File: config.mk
export PLATFORM = sky130hd
export DESIGN_NAME = mbrtu_ctrl
export DESIGN_NICKNAME = d
export VERILOG_FILES = /design/src/sv/mbrtu_pkg.sv /design/src/sv/mbrtu_ctrl.sv
export SDC_FILE = /design/constraint.sdc
export NUM_CORES = 1
export LEC_CHECK = 0
export BUFFER_PORTS_ARGS = -buffer_cell sky130_fd_sc_hd__buf_2
export CELL_PAD_IN_SITES_DETAIL_PLACEMENT = 1
export CELL_PAD_IN_SITES_GLOBAL_PLACEMENT = 2
export CORE_AREA = 5 5 74 76
export DETAILED_ROUTE_END_ITERATION = 8
export DIE_AREA = 0 0 79 81
export PLACE_DENSITY = 0.94
export SYNTH_ARGS = -nofsm -noshare
export SYNTH_HDL_FRONTEND = slang
export SYNTH_SLANG_ARGS = --single-unit
File: constraint.sdc
create_clock -name clk -period 2.8 [get_ports clk]
set_clock_uncertainty 0.15 [all_clocks]
set_input_delay 0.28 -clock clk [delete_from_list [all_inputs] [get_ports clk]]
set_output_delay 0.28 -clock clk [all_outputs]
set_load 0.02 [all_outputs]
File: src/sv/mbrtu_pkg.sv
`default_nettype none
package mbrtu_pkg;

  localparam int REG_COUNT_DEF   = 256;
  localparam int FRAME_BYTES_DEF = 256;

  localparam logic [15:0] CRC_INIT      = 16'hFFFF;
  localparam logic [15:0] CRC_POLY      = 16'hA001;
  localparam logic [15:0] MAX_READ_QTY  = 16'd125;
  localparam logic [15:0] MAX_WRITE_QTY = 16'd123;
  localparam logic [7:0]  EXC_FLAG      = 8'h80;
  localparam logic [7:0]  EXC_ILLEGAL_FUNCTION = 8'd1;
  localparam logic [7:0]  EXC_ILLEGAL_ADDRESS  = 8'd2;

  localparam logic [7:0] FC_READ_HOLD    = 8'd3;
  localparam logic [7:0] FC_RD_INPUT     = 8'd4;
  localparam logic [7:0] FC_WRITE_SINGLE = 8'd6;
  localparam logic [7:0] FC_WRITE_MULTI  = 8'd16;

  typedef enum logic [1:0] {
    OP_RX_BYTE, OP_HOST_WR_HOLD, OP_HOST_WR_INPUT, OP_HOST_RD_HOLD
  } op_t;

  typedef enum logic [1:0] {FRD_NONE, FRD_WALK, FRD_WM_HI, FRD_WM_LO} frd_t;

  typedef enum logic [3:0] {
    TXS_DEV, TXS_FC, TXS_EXC_FC, TXS_CODE_FN, TXS_CODE_AD, TXS_BCNT,
    TXS_DHI, TXS_DLO, TXS_HDR, TXS_CRC_LO, TXS_CRC_HI
  } txs_t;

  typedef enum logic [4:0] {
    ST_CLEAR, ST_IDLE, ST_HRD, ST_START, ST_WALK, ST_WALK_END, ST_CHECK,
    ST_EX_DEV, ST_EX_FC, ST_EX_CODE, ST_CRC_LO, ST_CRC_HI,
    ST_RD_DEV, ST_RD_FC, ST_RD_BCNT, ST_RD_ISSUE, ST_RD_HI, ST_RD_LO,
    ST_W1, ST_WM_HI, ST_WM_LO, ST_WM_WR, ST_ECHO, ST_DONE
  } state_t;

  typedef struct packed {
    logic clr;
    logic frame_wr;
    logic host_wr_hold;
    logic host_wr_input;
    logic host_rd;
    logic host_out;
    logic walk_start;
    frd_t f_rd;
    logic len_clr;
    logic reg_rd;
    logic wr_single;
    logic wr_multi;
    logic ri_clr;
    logic ri_inc;
    logic tx_start;
    logic push;
    txs_t tx_sel;
    logic tx_last;
  } cmd_t;

  typedef struct packed {
    logic       clr_last;
    logic       out_busy;
    logic       walk_done;
    logic       len_lt4;
    logic       crc_ok;
    logic       adr_ok;
    logic       bc;
    logic [7:0] fc;
    logic       len_ge8;
    logic       len_ge9;
    logic       len_ge_cnt;
    logic       rd_bad;
    logic       wr1_bad;
    logic       wrm_bad;
    logic       ri_rd_last;
    logic       ri_echo_last;
  } status_t;

  function automatic logic [15:0] crc_byte(input logic [15:0] crc_in, input logic [7:0] b);
    logic [15:0] c;
    c = crc_in ^ {8'h00, b};
    for (int k = 0; k < 8; k++) begin
      c = c[0] ? ((c >> 1) ^ CRC_POLY) : (c >> 1);
    end
    return c;
  endfunction

endpackage
`default_nettype wire

File: src/sv/mbrtu_ctrl.sv
`default_nettype none
module mbrtu_ctrl (
  input  wire  logic               clk,
  input  wire  logic               rst_n,
  input  wire  logic               in_valid,
  output       logic               in_ready,
  input  wire  mbrtu_pkg::op_t     op,
  input  wire  logic               fend,
  input  wire  mbrtu_pkg::status_t st,
  output       mbrtu_pkg::cmd_t    cmd
);
  import mbrtu_pkg::*;

  state_t state_r, state_nxt;
  logic   acc;

  assign in_ready = (state_r == ST_IDLE);
  assign acc      = in_valid && in_ready;

  always_ff @(posedge clk) begin
    if (!rst_n) begin
      state_r <= ST_CLEAR;
    end else begin
      state_r <= state_nxt;
    end
  end

  always_comb begin
    state_nxt  = state_r;
    cmd        = '0;
    cmd.f_rd   = FRD_NONE;
    cmd.tx_sel = TXS_DEV;
    unique case (state_r)
      ST_CLEAR: begin
        cmd.clr = 1'b1;
        if (st.clr_last) state_nxt = ST_IDLE;
      end
      ST_IDLE: begin
        if (acc) begin
          unique case (op)
            OP_RX_BYTE: begin
              cmd.frame_wr = 1'b1;
              if (fend) state_nxt = ST_START;
            end
            OP_HOST_WR_HOLD:  cmd.host_wr_hold = 1'b1;
            OP_HOST_WR_INPUT: cmd.host_wr_input = 1'b1;
            default: begin
              cmd.host_rd = 1'b1;
              state_nxt   = ST_HRD;
            end
          endcase
        end
      end
      ST_HRD: begin
        if (!st.out_busy) begin
          cmd.host_out = 1'b1;
          state_nxt    = ST_IDLE;
        end
      end
      ST_START: begin
        cmd.walk_start = 1'b1;
        state_nxt = st.len_lt4 ? ST_DONE : ST_WALK;
      end
      ST_WALK: begin
        if (st.walk_done) begin
          state_nxt = ST_WALK_END;
        end else begin
          cmd.f_rd = FRD_WALK;
        end
      end
      ST_WALK_END: state_nxt = ST_CHECK;
      ST_CHECK: begin
        cmd.ri_clr   = 1'b1;
        cmd.tx_start = 1'b1;
        if (!st.crc_ok || !st.adr_ok) begin
          state_nxt = ST_DONE;
        end else begin
          unique case (st.fc)
            FC_READ_HOLD, FC_RD_INPUT: begin
              if (!st.len_ge8 || st.bc) state_nxt = ST_DONE;
              else if (st.rd_bad)       state_nxt = ST_EX_DEV;
              else                      state_nxt = ST_RD_DEV;
            end
            FC_WRITE_SINGLE: begin
              if (!st.len_ge8)     state_nxt = ST_DONE;
              else if (st.wr1_bad) state_nxt = st.bc ? ST_DONE : ST_EX_DEV;
              else                 state_nxt = ST_W1;
            end
            FC_WRITE_MULTI: begin
              if (!st.len_ge9 || !st.len_ge_cnt) state_nxt = ST_DONE;
              else if (st.wrm_bad) state_nxt = st.bc ? ST_DONE : ST_EX_DEV;
              else                 state_nxt = ST_WM_HI;
            end
            default: state_nxt = st.bc ? ST_DONE : ST_EX_DEV;
          endcase
        end
      end
      ST_EX_DEV: begin
        cmd.tx_sel = TXS_DEV;
        if (!st.out_busy) begin
          cmd.push  = 1'b1;
          state_nxt = ST_EX_FC;
        end
      end
      ST_EX_FC: begin
        cmd.tx_sel = TXS_EXC_FC;
        if (!st.out_busy) begin
          cmd.push  = 1'b1;
          state_nxt = ST_EX_CODE;
        end
      end
      ST_EX_CODE: begin
        unique case (st.fc)
          FC_READ_HOLD, FC_RD_INPUT, FC_WRITE_SINGLE, FC_WRITE_MULTI:
            cmd.tx_sel = TXS_CODE_AD;
          default: cmd.tx_sel = TXS_CODE_FN;
        endcase
        if (!st.out_busy) begin
          cmd.push  = 1'b1;
          state_nxt = ST_CRC_LO;
        end
      end
      ST_CRC_LO: begin
        cmd.tx_sel = TXS_CRC_LO;
        if (!st.out_busy) begin
          cmd.push  = 1'b1;
          state_nxt = ST_CRC_HI;
        end
      end
      ST_CRC_HI: begin
        cmd.tx_sel  = TXS_CRC_HI;
        cmd.tx_last = 1'b1;
        if (!st.out_busy) begin
          cmd.push  = 1'b1;
          state_nxt = ST_DONE;
        end
      end
      ST_RD_DEV: begin
        cmd.tx_sel = TXS_DEV;
        if (!st.out_busy) begin
          cmd.push  = 1'b1;
          state_nxt = ST_RD_FC;
        end
      end
      ST_RD_FC: begin
        cmd.tx_sel = TXS_FC;
        if (!st.out_busy) begin
          cmd.push  = 1'b1;
          state_nxt = ST_RD_BCNT;
        end
      end
      ST_RD_BCNT: begin
        cmd.tx_sel = TXS_BCNT;
        if (!st.out_busy) begin
          cmd.push  = 1'b1;
          state_nxt = ST_RD_ISSUE;
        end
      end
      ST_RD_ISSUE: begin
        cmd.reg_rd = 1'b1;
        state_nxt  = ST_RD_HI;
      end
      ST_RD_HI: begin
        cmd.tx_sel = TXS_DHI;
        if (!st.out_busy) begin
          cmd.push  = 1'b1;
          state_nxt = ST_RD_LO;
        end
      end
      ST_RD_LO: begin
        cmd.tx_sel = TXS_DLO;
        if (!st.out_busy) begin
          cmd.push = 1'b1;
          if (st.ri_rd_last) begin
            state_nxt = ST_CRC_LO;
          end else begin
            cmd.ri_inc = 1'b1;
            state_nxt  = ST_RD_ISSUE;
          end
        end
      end
      ST_W1: begin
        cmd.wr_single = 1'b1;
        state_nxt = st.bc ? ST_DONE : ST_ECHO;
      end
      ST_WM_HI: begin
        cmd.f_rd  = FRD_WM_HI;
        state_nxt = ST_WM_LO;
      end
      ST_WM_LO: begin
        cmd.f_rd  = FRD_WM_LO;
        state_nxt = ST_WM_WR;
      end
      ST_WM_WR: begin
        cmd.wr_multi = 1'b1;
        if (st.ri_rd_last) begin
          cmd.ri_clr = 1'b1;
          state_nxt  = st.bc ? ST_DONE : ST_ECHO;
        end else begin
          cmd.ri_inc = 1'b1;
          state_nxt  = ST_WM_HI;
        end
      end
      ST_ECHO: begin
        cmd.tx_sel = TXS_HDR;
        if (!st.out_busy) begin
          cmd.push = 1'b1;
          if (st.ri_echo_last) begin
            state_nxt = ST_CRC_LO;
          end else begin
            cmd.ri_inc = 1'b1;
          end
        end
      end
      ST_DONE: begin
        cmd.len_clr = 1'b1;
        state_nxt   = ST_IDLE;
      end
      default: state_nxt = ST_IDLE;
    endcase
  end

endmodule
`default_nettype wire

Word-level counts from Yosys, hierarchy flattened
Index checks and enable logic that the tools add are counted.
{"block": "classes", "eq_ne": 47, "muxes": 59, "n_reduce_logical": 17}
{"operator": "$mux 5", "n": 25}
{"operator": "$pmux 5 s23", "n": 1}
{"operator": "$pmux 5 s10", "n": 1}
{"operator": "$eq 5x4->1 const B", "n": 8}
{"operator": "$eq 5x5->1 const B", "n": 8}
{"operator": "$ne 2x2->1 const B", "n": 16}
{"operator": "$mux 1", "n": 21}
{"operator": "$eq 5x3->1 const B", "n": 4}
{"operator": "$reduce_and 18->1", "n": 1}
{"operator": "$eq 8x3->1 const B", "n": 2}
{"operator": "$pmux 5 s3", "n": 1}
{"operator": "$mux 4", "n": 3}
{"operator": "$eq 5x2->1 const B", "n": 2}
{"operator": "$pmux 5 s2", "n": 1}
{"operator": "$mux 3", "n": 3}
{"operator": "$eq 8x2->1 const B", "n": 1}
{"operator": "$eq 8x5->1 const B", "n": 1}
{"operator": "$pmux 2 s3", "n": 1}
{"operator": "$reduce_or 2->1", "n": 3}
{"operator": "$eq 5x1->1 const B", "n": 1}
{"operator": "$logic_not 1->1", "n": 5}
{"operator": "$logic_not 5->1", "n": 1}
{"operator": "$reduce_or 4->1", "n": 1}
{"operator": "$logic_or 1x1->1", "n": 3}
{"operator": "9 further kinds", "n": 9}
{"block": "word_totals", "reg_bits": 5, "out_inout_bits": 23, "elab_cells": 124}

Logic depth before layout (Yosys ltp)
Gate-level depths: netlist (run 1).
{"block": "logic_depth", "ltp_word": 6, "depth_mapped": 7, "mapped_depth_nobuf": 7}

Least setup slack after synthesis (run 1)
Ideal clock, no wire load.
{"block": "synth_timing", "path_kind": "register to output", "start": "register state_r[0]", "end": "output port cmd[2] (netlist name)", "arrival_ps": 1658, "path_slack_ps": 712, "path_stages_with_launch": 5, "cell_sequence": "dfxtp_1 clkbuf_1 buf_2 or2_2 a311oi_1"}
{"item": "from (decl)", "line_no": "mbrtu_ctrl.sv:14", "rtl": "state_t state_r, state_nxt;"}
{"item": "from (signal assigned)", "line_no": "mbrtu_ctrl.sv:24", "rtl": "state_r <= state_nxt;"}
{"item": "to (decl)", "line_no": "mbrtu_ctrl.sv:10", "rtl": "output mbrtu_pkg::cmd_t cmd"}

==> metrics.md, run 1 <==
| Metric | Value |
|---|---|
| WP data required | 2.37 ns |
| Post-Syn Area | 1150 µm² |
| Grt ovf | 0 |
| Ranking of synthesized cells by area | dfxtp_1, nor2_1, nand2_1 |
| Hold Path Cell Cnt | 3 |
| Pwr/cell area | 659 nW/µm² |
| First-pass GRT wire length | 7.42 mm |
| Most flops, register | state_r |
| Max Clock Freq | 0.405 GHz |
| Seq cells post-synth | 5 |
| Clk sinks | 5 |
| CTS Root Cell | clkbuf_8 |
| Design Power | 0.000993 W |
| Proportion of layout cells with a drive suffix above 1 | 29.5% |
| Status | complete, no violations |
| CTS H-tree depth | 1 |
| DP HPWL | 3.61 mm |
| Routed vias/inst | 5.47 |
| CTS tree | yes |
| Fin. Hold Viols | 0 |
| Layout area overhead | 31.1% |
| Cell with the most instances after synthesis | nor2_1 |
| Setup Buffers After CTS | 0 |
| Synth Area per Inst | 6.57 µm² |
| Die W | 79 µm |
| GP Congestion | 0.851 |
| Relative slew slack | between 50% and 60% |
| Number of flops mapped to enable cells by yosys | 0 |
| Asr flop ratio synth | 0% |
| Layout fillers | 612 |
| Total wire length | 4.46 mm |
| # IOs | 52 |
| Cts bufs inserted | 3 |
| Routed met3 length | 213 µm |
| Post-synth top cells | nor2_1, nand2_1, o21ai_0 |
| VDD IR max | 0.157 mV |
| Sequential cell area fraction in the yosys report | 8.71% |
| Ys Warns | 0 |
| Post-route setup slack | 0.333 ns |
| Worst Path Arrival | 2.04 ns |
| Setup tns final | 0 ns |
| Worst hold start | rst_n |
| First drt pass iteration count | 4 |
| Post-route clock period utilization | 88.1% |
| Die Footprint | 6400 µm² |
| Final setup fails | 0 |
| Clk_lat worst skew | 0.22 ns |
| CTS resizes | 0 |
| DR vias | 1,520 |
| CTS clock-pin slew for the worst setup and hold paths | 0.04 ns |
| Final Critical Period | 2.47 ns |
| CTS max path bufs | 2 |
| # diodes | 0 |
| Die Ht | about 81 µm |
| Synth cell types | 55 |
| R2R setup slack | approximately 0.46 ns |
| Vias in the first global route | 1,511 |
| Max cap viols | 0 |
| Leak Pwr | 0.698 nW |
| Kind of end point of the critical path | primary output |
| M1 wire length | 1.92 mm |
| Most common flop cell mapped by yosys | dfxtp_1 |
| Min-delay worst type | in -> reg |
| Total GRT Usage | 14.1% |
| Yosys top cell by area | dfxtp_1 |
| Largest net degree at the start of global routing | 25 |
| Core Footprint | 4660 µm² |
| Min-Delay Endpoint | state_r[4] |
| DRC errors left | 0 |
| Initial Util | 24.7% |
| Cell count after synthesis | about 180 |
| # rows | 25 |
| Crit-path max FO | 24 |
| Initial DRC count | 140 |
| Nets | 258 |
| Initial antenna violation count | 0 |
| Post-DRT Antenna Nets | 0 |
| Worst slew pin tran | ~0.75 ns |
| FF-to-FF path depth | 5 |
| Uppermost layer routed | met4 |
| Critical path class | reg -> out |
| Wire length on met2 | 2.30 mm |
| Largest register FFs | 5 |
| Unrepaired setup endpoints after global routing | no |
| Hold buffers post-CTS | 0 |
| Syn Nets | 208 |
| FF-to-FF End | state_r[2] |
| Worst Setup Start Kind | flop |
| WL/cell | 16.0 µm |
| Largest regs | state_r (5) |
| Reg-to-Reg Start | state_r[0] |
| Setup Slack @ Placement | 0.497 ns |
| Final Max Tran Viols | 0 |
| Top cell type's share of synthesized area | 8.71% |
| Port Buffers | between 50 and 60 |
## worst max-delay path, stage by stage, from the launching register on
cell and delay (ns):
dfxtp_1 0.54, nand2b_1 0.38, or3_1 0.41, o31a_1 0.13
o32ai_1 0.13, buf_2 0.22
## cells by family (layout without fill, tap and decap cells)
| logic type | after synthesis | in the layout | share of synthesized area [%] |
|---|---|---|---|
| multiplexers | 2 | 2 | 1.74 |
| AO/OA/AOI/OAI | 53 | 53 | 33.5 |
| buffers and inverters | 18 | 67 | 6.42 |
| adder cells (fa/ha/maj) | 4 | 4 | 4.35 |
| AND/OR/NAND/NOR | 92 | 92 | 44.5 |
| XOR/XNOR | 1 | 1 | 0.762 |
| flip-flops | 5 | 5 | 8.71 |
## where the power goes
part	leakage, nW	internal (W)	total [W]	switching (W)
Clock	0.0228	0.0000980	0.000136	0.0000383
Combinational	0.634	0.000277	0.000672	0.000396
Sequential	0.0412	0.0000941	0.000185	0.0000906
## routing by layer
metal,vias up,global-route usage (%)
li1,755,-
met1,730,18.3
met2,33,25.3
met3,2,1.44
met4,0,2.58
met5,-,0
## final cells by class
cell class                 instances  area [µm²]  share of cell area [%]
clock buffer                       4        45.0                    2.99
inverter                           7        26.3                    1.74
multi-input combinational        152         976                    64.7
sequential                         5         100                    6.64
tap                               54        67.6                    4.48
timing repair buffer              56         293                    19.4
## how the worst max path moves through the flow
stage                     startpoint    endpoint  slack, ns  depth (start not counted)
after floorplan           state_r[0]      cmd[2]       0.71                          4
after global placement        st[15]      cmd[1]       0.54                          7
after detailed placement  state_r[0]  state_r[2]       0.50                          5
after CTS                 state_r[0]      cmd[7]       0.36                          5
after global routing      state_r[0]     cmd[20]       0.19                          4
final                     state_r[0]      cmd[7]       0.33                          5
## placed cells by master (no fill, tap or decap), types with 2 or more instances in the layout
cell type	Yosys	routed
a311oi_1	4	4
a21oi_1	5	5
inv_2	2	2
a32o_1	2	2
and3_1	8	8
nand3_1	4	4
mux2i_1	2	2
o32ai_1	2	2
o21ai_0	11	11
and3b_1	2	2
nand2b_1	7	7
o31ai_1	2	2
nor2_1	18	18
nor4b_1	2	2
or3_1	2	2
a21o_1	3	3
nor2b_1	9	9
a22oi_1	2	2
dfxtp_1	5	5
nand4_1	2	2
a2bb2oi_1	2	2
ha_1	4	4
nand2_1	17	17
nor3_1	5	5
o21ai_1	3	3
buf_4	0	5
nor4_1	2	2
clkbuf_8	0	3
nand3b_1	3	3
a221o_1	2	2
inv_1	5	5
a32oi_1	2	2
and2_1	2	2
nor3b_1	2	2
buf_2	5	51
a211oi_1	2	2
## through the flow
step           area, µm²  hold slack (ns)  std cells  util (%)
2_1_floorplan       1150            0.289        175         -
3_3_place_gp        1460            0.434        274      31.4
3_5_place_dp        1460            0.443        274      31.4
4_1_cts             1510            0.209        278      32.3
5_1_grt             1510            0.242        278      32.3
6_report            1510            0.208        278      32.3
Power figures use the tool's default switching activity.
==> run 2, diff against run 1 <==
- ABC_CLOCK_PERIOD_IN_PS: not set -> 2800
- PLACE_DENSITY: 0.94 -> not set
- PLACE_DENSITY_LB_ADDON: not set -> 0.1
==> run 2 against run 1 <==
  * Utilization rose by 0.59 points
  * Non-clock buffer count increased by 2
  * Power rose by 4.0%
  * First-iteration DRC count fell by 46%
  * Combinational power grew 10%
  * Wire length increased by 9.0%
  * Clock power hardly changed
==> metrics.md, run 2 (synthesis gave the netlist of run 1 again) <==
| Metric | Value |
|---|---|
| # rows | 25 (unchanged) |
| Initial Util | 24.7% (unchanged) |
| Layout area overhead | 33.5% |
| Worst Setup Start Kind | flop |
| Post-route clock period utilization | 81.4% (-6.7 points) |
| Cts bufs inserted | 3 (unchanged) |
| Vias in the first global route | 1,712 (+13%) |
| Post-DRT Antenna Nets | 0 (unchanged) |
| Initial DRC count | 76 (-46%) |
| Die Footprint | 6400 µm² (unchanged) |
| Critical path class | reg -> out |
| CTS max path bufs | 2 (unchanged) |
| Port Buffers | 51 (unchanged) |
| Initial antenna violation count | 0 (unchanged) |
| Leak Pwr | 0.712 nW (+2.0%) |
| CP Cell Sequence | nand3b_2, or3_1, o31a_1, o32ai_1, buf_2 |
| GP Congestion | 0.840 (-1.3%) |
| Grt ovf | 0 (unchanged) |
| CTS resizes | 0 (unchanged) |
| Design Power | 0.00103 W (+4.0%) |
| Min-delay worst type | in -> reg |
| Crit-path max FO | 13 (-46%) |
| Final Critical Period | 2.28 ns (-0.189 ns) |
| Final Max Tran Viols | 0 (unchanged) |
| Most flops, register | state_r |
| CP max stage cell | dfxtp_1 |
| # IOs | 52 (unchanged) |
| # diodes | 0 (unchanged) |
| Fin. Hold Viols | 0 (unchanged) |
| Clk sinks | 5 (unchanged) |
| Max Clock Freq | 0.439 GHz (+8.3%) |
| VDD IR max | 0.160 mV (+2.1%) |
| Total GRT Usage | 15.4% (+1.4 points) |
| Largest register FFs | 5 (unchanged) |
| Status | complete, no violations |
| Die Ht | 81 µm (unchanged) |
| Layout Utilization | 32.9% (+0.59 points) |
| WL/cell | 17.3 µm (+8.2%) |
| Largest delay share family, worst path | simple AND/OR/NAND/NOR gates |
| Setup Buffers After CTS | 0 (unchanged) |
| CTS tree | yes |
| DP HPWL | 4.04 mm (+12%) |
| DP Cell Count | 276 (+0.73%) |
| CTS clock-pin slew for the worst setup and hold paths | 0.04 ns (about the same) |
| Max cap viols | 0 (unchanged) |
| DRC errors left | 0 (unchanged) |
| Core Footprint | 4660 µm² (unchanged) |
| Fin cells | 280 (+0.72%) |
| WP buf/inv | 1 (unchanged) |
| Final hold slack | 0.202 ns (-0.00599 ns) |
| CTS Root Cell | clkbuf_8 |
| Largest regs | state_r (5) |
| Routed vias/inst | 5.50 (+0.59%) |
| CTS H-tree depth | 1 (unchanged) |
| Most frequent cells in the layout | buf_2, nor2_1, nand2_1 |
| Pwr/cell area | 673 nW/µm² (+2.2%) |
| Hold buffers post-CTS | 0 (unchanged) |
| Worst slew pin tran | 0.624 ns (-0.125 ns) |
| Nets | 260 (+0.78%) |
| WP data required | 2.37 ns (about the same) |
| Commonest non-fill, non-tap cell in the layout | buf_2 |
| Kind of end point of the critical path | primary output |
| Final setup fails | 0 (unchanged) |
| Proportion of layout cells with a drive suffix above 1 | 30.1% (+0.62 points) |
| Clk_lat worst skew | 0.23 ns (about the same) |
| Die W | 79 µm (unchanged) |
| First drt pass iteration count | 4 (unchanged) |
| First-pass GRT wire length | 8.09 mm (+9.0%) |
| DR vias | 1,540 (+1.3%) |
| Biggest cell delay along the critical path | 0.59 ns (+0.05 ns) |
| Worst Path Arrival | 1.85 ns (-0.19 ns) |
| Relative slew slack | 58.1% (+8.0 points) |
| Setup tns final | 0 ns (unchanged) |
| Total wire length | 4.85 mm (+9.0%) |
| Unrepaired setup endpoints after global routing | no |
| Largest net degree at the start of global routing | 18 (-28%) |
[run 2: cell types whose count changed in the layout (fill, tap and decap cells not counted), sizes merged]
cell / previous run / this run
buf: 56 / 58
[run 2: layout make-up]
cell class	count	area (µm²)
Sequential cell	5	100
Clock buffer	4	45.0
Multi-Input combinational cell	152	976
Fill cell	628	3130
Inverter	7	26.3
Timing Repair Buffer	58	320
Tap cell	54	67.6
[run 2: stage by stage]
stage | instance area (µm²) | worst slack, ns
finish | 1540 | 0.522
global route | 1540 | 0.332
CTS | 1540 | 0.488
detailed placement | 1490 | 0.491
global placement | 1490 | 0.581
floorplan | 1150 | 0.712
[run 2: layer usage]
metal	wire (µm)	GRT usage [%]	up-vias	part of all wire (%)
met4	65	5.33	0	1.3
met5	0	0	-	0
li1	-	-	763	-
met1	2150	18.3	725	44
met2	2430	28.4	44	50
met3	209	2.11	8	4.3
[run 2: worst register-to-register path, stage by stage (launching register included)]
cell and delay, ns:
dfxtp_1 0.43, or3_1 0.47, nor2_1 0.32, a32oi_1 0.25
and2_4 0.25, a311oi_1 0.19
[run 2: final timing paths]
path / start / to / slack (ns) / depth (start not counted)
worst min-delay path: rst_n / state_r[4] / 0.20 / 3
worst min register to register: state_r[0] / state_r[0] / 0.53 / 2
worst max-delay path: state_r[2] / cmd[7] / 0.52 / 5
worst max register to register: state_r[2] / state_r[0] / 0.64 / 5
[run 2: power by group]
part	switching [W]	internal (W)	total, W
Clock	0.0000394	0.0000980	0.000137
Combinational	0.000441	0.000300	0.000741
Sequential	0.0000611	0.0000942	0.000155
Total	0.000541	0.000492	0.00103
